[src/hdl/dcb_pkg.sv]
// Shared types, codes and segment table for the digit calculator with blink.
package dcb_pkg;

    localparam int ACC_WIDTH = 16;
    localparam int CNT_W     = $clog2(ACC_WIDTH);

    localparam logic [3:0] KEY_PLUS   = 4'd10;
    localparam logic [3:0] KEY_DIVIDE = 4'd13;
    localparam logic [3:0] KEY_EQUALS = 4'd14;
    localparam logic [3:0] KEY_CLEAR  = 4'd15;
    localparam logic [3:0] KEY_NINE   = 4'd9;

    localparam logic [3:0] SEG_DASH = 4'd10;
    localparam logic [3:0] SEG_E    = 4'd11;

    localparam logic CMD_KEY  = 1'b0;
    localparam logic CMD_TICK = 1'b1;

    localparam logic CFG_BLANK_AT     = 1'b0;
    localparam logic CFG_BLINK_PERIOD = 1'b1;

    localparam logic [15:0] BLANK_AT_RESET     = 16'd1000;
    localparam logic [15:0] BLINK_PERIOD_RESET = 16'd1500;

    typedef enum logic [1:0] {
        OP_ADD = 2'd0,
        OP_SUB = 2'd1,
        OP_MUL = 2'd2,
        OP_DIV = 2'd3
    } op_t;

    typedef enum logic [1:0] {
        MODE_FIRST = 2'd0,
        MODE_OPER  = 2'd1,
        MODE_NEXT  = 2'd2,
        MODE_SHOW  = 2'd3
    } mode_t;

    typedef enum logic [1:0] {
        CTL_IDLE,
        CTL_CALC,
        CTL_EMIT
    } ctl_state_t;

    typedef enum logic [2:0] {
        ALU_IDLE,
        ALU_SERIAL,
        ALU_NEG_IN,
        ALU_DIV,
        ALU_NEG_OUT
    } alu_state_t;

    typedef struct packed {
        logic       start;
        logic       load;
        op_t        op;
        logic [3:0] digit;
    } alu_cmd_t;

    typedef struct packed {
        logic       busy;
        logic       in_range;
        logic [3:0] low_digit;
    } alu_stat_t;

    typedef struct packed {
        logic       upd;
        logic [7:0] seg;
    } blink_upd_t;

    function automatic logic [7:0] seg_of(input logic [3:0] idx);
        logic [7:0] s;
        case (idx)
            4'd0:    s = 8'h5F;
            4'd1:    s = 8'h06;
            4'd2:    s = 8'h9B;
            4'd3:    s = 8'h8F;
            4'd4:    s = 8'hC6;
            4'd5:    s = 8'hCD;
            4'd6:    s = 8'hDD;
            4'd7:    s = 8'h07;
            4'd8:    s = 8'hDF;
            4'd9:    s = 8'hCF;
            SEG_DASH: s = 8'h80;
            SEG_E:   s = 8'hD9;
            default: s = 8'h00;
        endcase
        return s;
    endfunction

endpackage

[src/hdl/dcb_alu.sv]
// Bit-serial accumulator unit: add, subtract, multiply and signed divide by one digit.
module dcb_alu
    import dcb_pkg::*;
(
    input  logic      clk,
    input  logic      rst_n,
    input  alu_cmd_t  cmd,
    output alu_stat_t stat
);

    alu_state_t             state_reg, state_next;
    logic [ACC_WIDTH-1:0]   acc_reg, acc_next;
    logic [CNT_W-1:0]       bit_idx_reg, bit_idx_next;
    logic [2:0]             carry_reg, carry_next;
    logic [2:0]             hist_reg, hist_next;
    logic [3:0]             rem_reg, rem_next;
    logic                   neg_reg, neg_next;
    op_t                    op_reg, op_next;
    logic [3:0]             digit_reg, digit_next;

    logic       a0;
    logic       dbit;
    logic       last;
    logic [3:0] sum;
    logic [4:0] r5;
    logic       ge;
    logic [4:0] r5_sub;

    always_ff @(posedge clk or negedge rst_n)
    begin
        if (!rst_n)
        begin
            state_reg   <= ALU_IDLE;
            acc_reg     <= '0;
            bit_idx_reg <= '0;
            carry_reg   <= '0;
            hist_reg    <= '0;
            rem_reg     <= '0;
            neg_reg     <= 1'b0;
            op_reg      <= OP_ADD;
            digit_reg   <= '0;
        end
        else
        begin
            state_reg   <= state_next;
            acc_reg     <= acc_next;
            bit_idx_reg <= bit_idx_next;
            carry_reg   <= carry_next;
            hist_reg    <= hist_next;
            rem_reg     <= rem_next;
            neg_reg     <= neg_next;
            op_reg      <= op_next;
            digit_reg   <= digit_next;
        end
    end

    always_comb
    begin
        a0     = acc_reg[0];
        last   = bit_idx_reg == CNT_W'(ACC_WIDTH - 1);
        dbit   = (bit_idx_reg < CNT_W'(4)) ? digit_reg[bit_idx_reg[1:0]] : 1'b0;
        r5     = {rem_reg, acc_reg[ACC_WIDTH-1]};
        ge     = r5 >= {1'b0, digit_reg};
        r5_sub = r5 - {1'b0, digit_reg};

        sum = '0;
        case (op_reg)
            OP_ADD:  sum = {3'b000, a0} + {3'b000, dbit} + {1'b0, carry_reg};
            OP_SUB:  sum = {3'b000, a0} + {3'b000, ~dbit} + {1'b0, carry_reg};
            default: sum = {3'b000, a0 & digit_reg[0]} + {3'b000, hist_reg[0] & digit_reg[1]}
                         + {3'b000, hist_reg[1] & digit_reg[2]}
                         + {3'b000, hist_reg[2] & digit_reg[3]} + {1'b0, carry_reg};
        endcase

        state_next   = state_reg;
        acc_next     = acc_reg;
        bit_idx_next = bit_idx_reg + CNT_W'(1);
        carry_next   = carry_reg;
        hist_next    = hist_reg;
        rem_next     = rem_reg;
        neg_next     = neg_reg;
        op_next      = op_reg;
        digit_next   = digit_reg;

        unique case (state_reg)
            ALU_IDLE:
            begin
                bit_idx_next = '0;
                if (cmd.load)
                begin
                    acc_next = ACC_WIDTH'(cmd.digit);
                end
                else if (cmd.start)
                begin
                    op_next    = cmd.op;
                    digit_next = cmd.digit;
                    hist_next  = '0;
                    rem_next   = '0;
                    if (cmd.op == OP_DIV)
                    begin
                        neg_next   = acc_reg[ACC_WIDTH-1];
                        carry_next = 3'd1;
                        state_next = acc_reg[ACC_WIDTH-1] ? ALU_NEG_IN : ALU_DIV;
                    end
                    else
                    begin
                        carry_next = (cmd.op == OP_SUB) ? 3'd1 : 3'd0;
                        state_next = ALU_SERIAL;
                    end
                end
            end
            ALU_SERIAL:
            begin
                acc_next   = {sum[0], acc_reg[ACC_WIDTH-1:1]};
                carry_next = sum[3:1];
                hist_next  = {hist_reg[1:0], a0};
                if (last)
                begin
                    state_next = ALU_IDLE;
                end
            end
            ALU_NEG_IN, ALU_NEG_OUT:
            begin
                acc_next   = {~a0 ^ carry_reg[0], acc_reg[ACC_WIDTH-1:1]};
                carry_next = {2'b00, ~a0 & carry_reg[0]};
                if (last)
                begin
                    bit_idx_next = '0;
                    state_next   = (state_reg == ALU_NEG_IN) ? ALU_DIV : ALU_IDLE;
                end
            end
            ALU_DIV:
            begin
                acc_next = {acc_reg[ACC_WIDTH-2:0], ge};
                rem_next = ge ? r5_sub[3:0] : r5[3:0];
                if (last)
                begin
                    bit_idx_next = '0;
                    carry_next   = 3'd1;
                    state_next   = neg_reg ? ALU_NEG_OUT : ALU_IDLE;
                end
            end
            default:
            begin
                state_next = ALU_IDLE;
            end
        endcase
    end

    assign stat.busy      = state_reg != ALU_IDLE;
    assign stat.in_range  = (acc_reg[ACC_WIDTH-1:4] == '0) && (acc_reg[3:0] <= KEY_NINE);
    assign stat.low_digit = acc_reg[3:0];

endmodule

[src/hdl/dcb_blink.sv]
// Tick counter that blanks and restores the shown result.
module dcb_blink
    import dcb_pkg::*;
(
    input  logic        clk,
    input  logic        rst_n,
    input  logic        tick,
    input  logic        restart,
    input  logic [7:0]  display_cur,
    input  logic [15:0] blank_at,
    input  logic [15:0] period,
    output blink_upd_t  upd
);

    logic [15:0] tick_count_reg, tick_count_next;
    logic [7:0]  saved_reg, saved_next;
    logic [15:0] cnt1;
    logic        eq_blank;
    logic        eq_period;

    always_ff @(posedge clk or negedge rst_n)
    begin
        if (!rst_n)
        begin
            tick_count_reg <= '0;
            saved_reg      <= '0;
        end
        else
        begin
            tick_count_reg <= tick_count_next;
            saved_reg      <= saved_next;
        end
    end

    always_comb
    begin
        cnt1            = tick_count_reg + 16'd1;
        eq_blank        = cnt1 == blank_at;
        eq_period       = cnt1 == period;
        tick_count_next = tick_count_reg;
        saved_next      = saved_reg;
        upd.upd         = 1'b0;
        upd.seg         = 8'h00;
        if (restart)
        begin
            tick_count_next = '0;
        end
        else if (tick)
        begin
            tick_count_next = eq_period ? 16'd0 : cnt1;
            if (eq_blank)
            begin
                saved_next = display_cur;
            end
            upd.upd = eq_blank | eq_period;
            if (eq_period)
            begin
                upd.seg = eq_blank ? display_cur : saved_reg;
            end
        end
    end

endmodule

[src/hdl/digit_calculator_with_blink_unit.sv]
// Top level: key and tick stream in, seven-segment byte stream out.
//
//   channel  dir  fields
//   s_axis   in   tuser[0] = cmd, tdata[3:0] = key
//   m_axis   out  tdata[7:0] = segments
//   cfg      in   addr 0 blank_at_tick, addr 1 blink_period
//
// Ticks, digits without arithmetic, operators, clear, equals: taken in IDLE, then sent from EMIT.
// Add, subtract, multiply: one bit per cycle through the serial ALU, in CALC between IDLE and EMIT.
// Divide: a negative accumulator is negated before and after the serial divide (sign passes).
// One item in flight; the next is taken while its result waits in the output register.
// Reset: rst_n async, active low; config resets to 1000 and 1500.
module digit_calculator_with_blink_unit
    import dcb_pkg::*;
(
    input  logic        clk,
    input  logic        rst_n,
    input  logic        s_tvalid,
    output logic        s_tready,
    input  logic [7:0]  s_tdata,   // [3:0] key
    input  logic        s_tuser,   // [0] cmd
    output logic        m_tvalid,
    input  logic        m_tready,
    output logic [7:0]  m_tdata,   // [7:0] segments
    input  logic        cfg_we,
    input  logic        cfg_addr,
    input  logic [15:0] cfg_wdata
);

    ctl_state_t  state_reg, state_next;
    mode_t       mode_reg, mode_next;
    op_t         pend_op_reg, pend_op_next;
    logic        err_reg, err_next;
    logic [7:0]  display_reg, display_next;
    logic [15:0] blank_at_reg;
    logic [15:0] period_reg;
    logic        m_tvalid_reg, m_tvalid_next;
    logic [7:0]  m_tdata_reg, m_tdata_next;

    alu_cmd_t    alu_cmd;
    alu_stat_t   alu_stat;
    blink_upd_t  blink;
    logic        blink_tick;
    logic        blink_restart;

    logic        accept;
    logic [3:0]  key;
    logic        is_digit;
    logic        is_oper;
    logic        out_free;

    dcb_alu u_alu (
        .clk  (clk),
        .rst_n(rst_n),
        .cmd  (alu_cmd),
        .stat (alu_stat)
    );

    dcb_blink u_blink (
        .clk        (clk),
        .rst_n      (rst_n),
        .tick       (blink_tick),
        .restart    (blink_restart),
        .display_cur(display_reg),
        .blank_at   (blank_at_reg),
        .period     (period_reg),
        .upd        (blink)
    );

    always_ff @(posedge clk or negedge rst_n)
    begin
        if (!rst_n)
        begin
            blank_at_reg <= BLANK_AT_RESET;
            period_reg   <= BLINK_PERIOD_RESET;
        end
        else if (cfg_we)
        begin
            unique case (cfg_addr)
                CFG_BLANK_AT:     blank_at_reg <= cfg_wdata;
                CFG_BLINK_PERIOD: period_reg   <= cfg_wdata;
                default:          period_reg   <= period_reg;
            endcase
        end
    end

    always_ff @(posedge clk or negedge rst_n)
    begin
        if (!rst_n)
        begin
            state_reg    <= CTL_IDLE;
            mode_reg     <= MODE_FIRST;
            pend_op_reg  <= OP_ADD;
            err_reg      <= 1'b0;
            display_reg  <= '0;
            m_tvalid_reg <= 1'b0;
            m_tdata_reg  <= '0;
        end
        else
        begin
            state_reg    <= state_next;
            mode_reg     <= mode_next;
            pend_op_reg  <= pend_op_next;
            err_reg      <= err_next;
            display_reg  <= display_next;
            m_tvalid_reg <= m_tvalid_next;
            m_tdata_reg  <= m_tdata_next;
        end
    end

    assign s_tready = state_reg == CTL_IDLE;
    assign accept   = s_tvalid && s_tready;
    assign key      = s_tdata[3:0];
    assign is_digit = key <= KEY_NINE;
    assign is_oper  = (key >= KEY_PLUS) && (key <= KEY_DIVIDE);
    assign out_free = !m_tvalid_reg || m_tready;

    always_comb
    begin
        state_next    = state_reg;
        mode_next     = mode_reg;
        pend_op_next  = pend_op_reg;
        err_next      = err_reg;
        display_next  = display_reg;
        m_tvalid_next = m_tvalid_reg && !m_tready;
        m_tdata_next  = m_tdata_reg;
        alu_cmd.start = 1'b0;
        alu_cmd.load  = 1'b0;
        alu_cmd.op    = pend_op_reg;
        alu_cmd.digit = key;
        blink_tick    = 1'b0;
        blink_restart = 1'b0;

        unique case (state_reg)
            CTL_IDLE:
            begin
                if (accept)
                begin
                    state_next = CTL_EMIT;
                    if (s_tuser == CMD_TICK)
                    begin
                        if (mode_reg == MODE_SHOW)
                        begin
                            blink_tick = 1'b1;
                            if (blink.upd)
                            begin
                                display_next = blink.seg;
                            end
                        end
                    end
                    else if (mode_reg == MODE_FIRST)
                    begin
                        if (is_digit)
                        begin
                            display_next = seg_of(key);
                            err_next     = 1'b0;
                            alu_cmd.load = 1'b1;
                            mode_next    = MODE_OPER;
                        end
                    end
                    else if (mode_reg == MODE_NEXT && is_digit)
                    begin
                        display_next = seg_of(key);
                        mode_next    = MODE_OPER;
                        if (!err_reg)
                        begin
                            if (pend_op_reg == OP_DIV && key == 4'd0)
                            begin
                                err_next = 1'b1;
                            end
                            else
                            begin
                                alu_cmd.start = 1'b1;
                                state_next    = CTL_CALC;
                            end
                        end
                    end
                    else if (key == KEY_CLEAR)
                    begin
                        display_next = 8'h00;
                        mode_next    = MODE_FIRST;
                    end
                    else if (is_oper)
                    begin
                        display_next = seg_of(SEG_DASH);
                        pend_op_next = op_t'(2'(key - KEY_PLUS));
                        mode_next    = MODE_NEXT;
                    end
                    else if (key == KEY_EQUALS && mode_reg != MODE_SHOW)
                    begin
                        display_next  = (err_reg || !alu_stat.in_range)
                                      ? seg_of(SEG_E) : seg_of(alu_stat.low_digit);
                        mode_next     = MODE_SHOW;
                        blink_restart = 1'b1;
                    end
                end
            end
            CTL_CALC:
            begin
                if (!alu_stat.busy)
                begin
                    state_next = CTL_EMIT;
                end
            end
            CTL_EMIT:
            begin
                if (out_free)
                begin
                    m_tvalid_next = 1'b1;
                    m_tdata_next  = display_reg;
                    state_next    = CTL_IDLE;
                end
            end
            default:
            begin
                state_next = CTL_IDLE;
            end
        endcase
    end

    assign m_tvalid = m_tvalid_reg;
    assign m_tdata  = m_tdata_reg;

`ifndef SYNTHESIS
    a_alu_idle_when_ready: assert property (@(posedge clk) disable iff (!rst_n)
        (state_reg == CTL_IDLE) |-> !alu_stat.busy)
        else $error("ALU busy while controller idle");

    a_calc_mode: assert property (@(posedge clk) disable iff (!rst_n)
        (state_reg == CTL_CALC) |-> (mode_reg == MODE_OPER))
        else $error("ALU running outside operator mode");

    a_out_from_emit: assert property (@(posedge clk) disable iff (!rst_n)
        $rose(m_tvalid_reg) |-> $past(state_reg == CTL_EMIT))
        else $error("result presented without an emit step");
`endif

endmodule

[config.mk]
export PLATFORM = sky130hd
export DESIGN_NAME = digit_calculator_with_blink_unit
export DESIGN_NICKNAME = d
export VERILOG_FILES = /design/src/hdl/dcb_pkg.sv /design/src/hdl/dcb_alu.sv /design/src/hdl/dcb_blink.sv /design/src/hdl/digit_calculator_with_blink_unit.sv
export SDC_FILE = /design/constraint.sdc
export NUM_CORES = 1
export LEC_CHECK = 0
export BUFFER_PORTS_ARGS = -buffer_cell sky130_fd_sc_hd__buf_2
export CAP_MARGIN = 40
export CORE_MARGIN = 4
export CORE_UTILIZATION = 60
export CTS_CLUSTER_DIAMETER = 40
export DETAILED_ROUTE_END_ITERATION = 7
export GPL_ROUTABILITY_DRIVEN = 1
export PLACE_DENSITY = 0.78
export SETUP_SLACK_MARGIN = 0.15
export SYNTH_ARGS = -nofsm -noshare
export SYNTH_HDL_FRONTEND = slang
export SYNTH_SLANG_ARGS = --single-unit
[constraint.sdc]
create_clock -name clk -period 4.3 [get_ports clk]
set_clock_uncertainty 0.05 [all_clocks]
set_input_delay 0.43 -clock clk [delete_from_list [all_inputs] [get_ports clk]]
set_output_delay 0.43 -clock clk [all_outputs]
set_load 0.02 [all_outputs]
==> flow_metrics.env <==
export IMPL_yosys_most_used_dff="dfrtp_1"
export IMPL_relSlewSlack=0.459
export IMPL_fin_area_um2=8450
export IMPL_dp_hpwl_um=13100
export IMPL_dr_pass1_iters=8
export IMPL_worst_ep_arrival_time_ns=3.87
export IMPL_grt_use_total=0.262
export IMPL_cts_buffers_inserted=17
export IMPL_status="complete, but fails checks"
export IMPL_root_buffer="clkbuf_16"
export IMPL_reg2reg_depth=8
export IMPL_cts_sinks=120
export IMPL_htreeDepth=4
export IMPL_crit_type="flip-flop to flip-flop"
export IMPL_port_buffers=36
export IMPL_post_cts_resized=0
export IMPL_synth_edf_count=0
export IMPL_drtAntennaViolNets=0
export IMPL_synth_adder_area_share=0.0543
export IMPL_synth_seq_cells=120
export IMPL_p_clk_frac=0.278
export IMPL_yosys_area_share_simple=0.170
export IMPL_syn_cell_area_um2=7650
export IMPL_synth_cell_types=81
export IMPL_avgSynthCellArea_um2=9.46
export IMPL_cts_buffer_depth=2
export IMPL_first_global_vias=6127
export IMPL_rsz0062_at_grt="no"
export IMPL_peakVddDrop_mv=0.438
export IMPL_finalHoldViolCount=10
export IMPL_yosys_area_top_type="dfrtp_1"
export IMPL_synth_top_cell_area_share=0.350
export IMPL_die_h_um=121
export IMPL_synth_warnings=0
export IMPL_wirelength_um=18300
export IMPL_setup_viol=0
export IMPL_whs_ns=-0.00621
export IMPL_synth_top_family_by_area="compound AO/OA/AOI/OAI gates"
export IMPL_synthToLayoutAreaGrowth_pct=10.6
export IMPL_required_ns=4.55
export IMPL_synth_mux_area_frac=0.0754
export IMPL_r2r_end="u_blink.saved_reg[2]"
export IMPL_grt_max_degree=53
export IMPL_synthArstFlopShare=1.00
export IMPL_rr_startpoint="u_blink.tick_count_reg[0]"
export IMPL_clkLatencyLatePin_ns=0.42
export IMPL_power_density_nw_per_um2=606
export IMPL_nets=878
export IMPL_start_util=0.624
export IMPL_ys_top_cells_by_area="dfrtp_1, mux2_2, dfstp_2, ha_1, xnor2_1"
export IMPL_syn_nets=869
export IMPL_critPathCaptureType="flip-flop"
export IMPL_cts_hold_buffers=0
export IMPL_cp_max_fo=9
export IMPL_final_setup_tns_ns=0
export IMPL_path_cells="ha_1 -> and3_1 -> a311oi_1 -> a2111oi_0 -> o2111ai_1 -> nor3_1 -> and4_1 -> mux2_1"
export IMPL_n_antenna_cell=0
export IMPL_postPlaceCellArea_um2=7860
export IMPL_antenna_found_initial=0
export IMPL_fin_crit_ns=3.62
export IMPL_finalNonFillerCells=998
export IMPL_yosys_area_share_xor_xnor=0.0656
export IMPL_crit_path_start_kind="flip-flop"
export IMPL_worst_pin_slew_ns=0.810
export IMPL_die_w_um=121
export IMPL_dr_total_vias=6265
export IMPL_yosysSeqAreaShare=0.395
export IMPL_post_cts_setup_buffers=0
export IMPL_fmax_mhz=276
export IMPL_drv_slew=0
export IMPL_hold_class="input port to asynchronous set/reset pin"
export IMPL_numPlacedInstances=966
export IMPL_slowest_delay_ns=0.57
export IMPL_synth_cells=808
export IMPL_drc=0
export IMPL_regToRegSetupSlack_ns=0.68
export IMPL_clk_pin_slew_worst_paths_ns=0.05
export IMPL_avgViaCountPerCell=6.28
export IMPL_dieArea_um2=14600
export IMPL_wire_per_inst_um=18.3
export IMPL_power_leakage_nw=3.76
export IMPL_synth_most_common_cell="dfrtp_1"
export IMPL_p_sw_mw=1.95
export IMPL_synth_compound_area_frac=0.184
export IMPL_gp_congestion=0.958
export IMPL_switching_share=0.380
export IMPL_cts_tree="done"
export IMPL_maxCapViolations=0
export IMPL_pwr_share_comb=0.367
export IMPL_violations="negative hold slack"
export IMPL_fin_crit_sh=0.842
export IMPL_gr_total_overflow=0
export IMPL_grt_pass1_wl_um=30400
export IMPL_drt_iter0_drc=682
export IMPL_cp_slowest_cell="and4_1"
export IMPL_pwr_share_seq=0.355
export IMPL_p_int_mw=3.18
export IMPL_rows=40
export IMPL_coreArea_um2=12300
export IMPL_synthTopCellsByCount="dfrtp_1, nand2_1, a21oi_1"
export IMPL_io_pins=41
export IMPL_drive_gt1_frac=0.172
-- critical path: cells and delay by family, from the launching register on --
kind / cells / cell delay (ns)
mux: 1 / 0.38
compound gates: 3 / 0.83
fa+ha+maj: 1 / 0.33
simple gates: 3 / 1.38
flops: 1 / 0.52
-- kinds of logic (layout without fill, tap and decap cells) --
| family | Yosys count | in the layout |
|---|---|---|
| mux | 52 | 52 |
| compound gates | 211 | 211 |
| xor+xnor | 51 | 51 |
| flops | 120 | 120 |
| simple gates | 243 | 243 |
| fa+ha+maj | 31 | 31 |
| buf+inv | 100 | 122 |
-- cell usage in the layout (no fill, tap or decap), types with 6 or more instances in the layout --
cell / count
dfrtp_1: 107
nand2_1: 65
a21oi_1: 50
nor2_1: 49
o21ai_0: 46
inv_1: 44
mux2_2: 37
buf_2: 35
xnor2_1: 31
ha_1: 26
nand3_1: 21
nand2b_1: 18
o22ai_1: 18
clkbuf_16: 17
nor2b_1: 16
xor2_1: 16
a31oi_1: 14
nor3_1: 13
dfstp_2: 13
a41oi_1: 11
a222oi_1: 11
nand4_1: 9
and2_1: 8
o21ai_1: 8
nor4_1: 8
mux2_1: 8
buf_4: 8
mux2i_1: 7
and4_1: 7
and3_1: 6
-- routing by layer --
metal / wire, µm / up-vias / track usage
li1: - / 2942 / -
met5: 0 / - / 0
met1: 8070 / 3051 / 0.363
met2: 8560 / 238 / 0.410
met3: 1270 / 34 / 0.0513
met4: 344 / 0 / 0.0977
-- worst max path at each step --
stage / depth (start not counted) / end / from / slack (ns)
6_report: 8 / u_blink.saved_reg[2] / u_blink.tick_count_reg[0] / 0.68
5_1_grt: 8 / u_blink.saved_reg[2] / u_blink.tick_count_reg[0] / 0.40
4_1_cts: 8 / u_blink.saved_reg[2] / u_blink.tick_count_reg[0] / 0.71
3_5_place_dp: 11 / display_reg[6] / s_tdata[1] / 0.70
3_3_place_gp: 9 / u_blink.tick_count_reg[14] / u_blink.tick_count_reg[0] / 0.73
2_1_floorplan: 11 / u_alu.carry_reg[0] / u_alu.acc_reg[0] / 1.50
-- layout make-up --
class / instances / area (µm²)
flip-flops and latches: 120 / 3020
inverters: 45 / 169
fillers: 954 / 3810
multi-input cells: 588 / 4200
well taps: 168 / 210
clock inverters: 8 / 95.1
clock buffers: 24 / 502
repair buffers: 45 / 258
-- power groups by stage --
stage	Sequential (mW)	Combinational, mW	Clock, mW
floorplan	1.69	1.49	0
global placement	1.80	1.74	0
detailed placement	1.83	1.85	0
CTS	1.81	1.88	1.44
global route	1.87	2.11	1.50
finish	1.82	1.88	1.43
-- stage by stage --
stage,setup slack [ns],utilization,hold WS [ns],power [mW]
2_1_floorplan,1.50,-,0.0844,3.18
3_3_place_gp,0.729,0.639,0.406,3.54
3_5_place_dp,0.695,0.641,0.415,3.68
4_1_cts,0.715,0.689,0.0157,5.13
5_1_grt,0.395,0.689,0.0533,5.48
6_report,0.678,0.689,-0.00621,5.13
No activity file was read; power rests on OpenSTA's default activity.
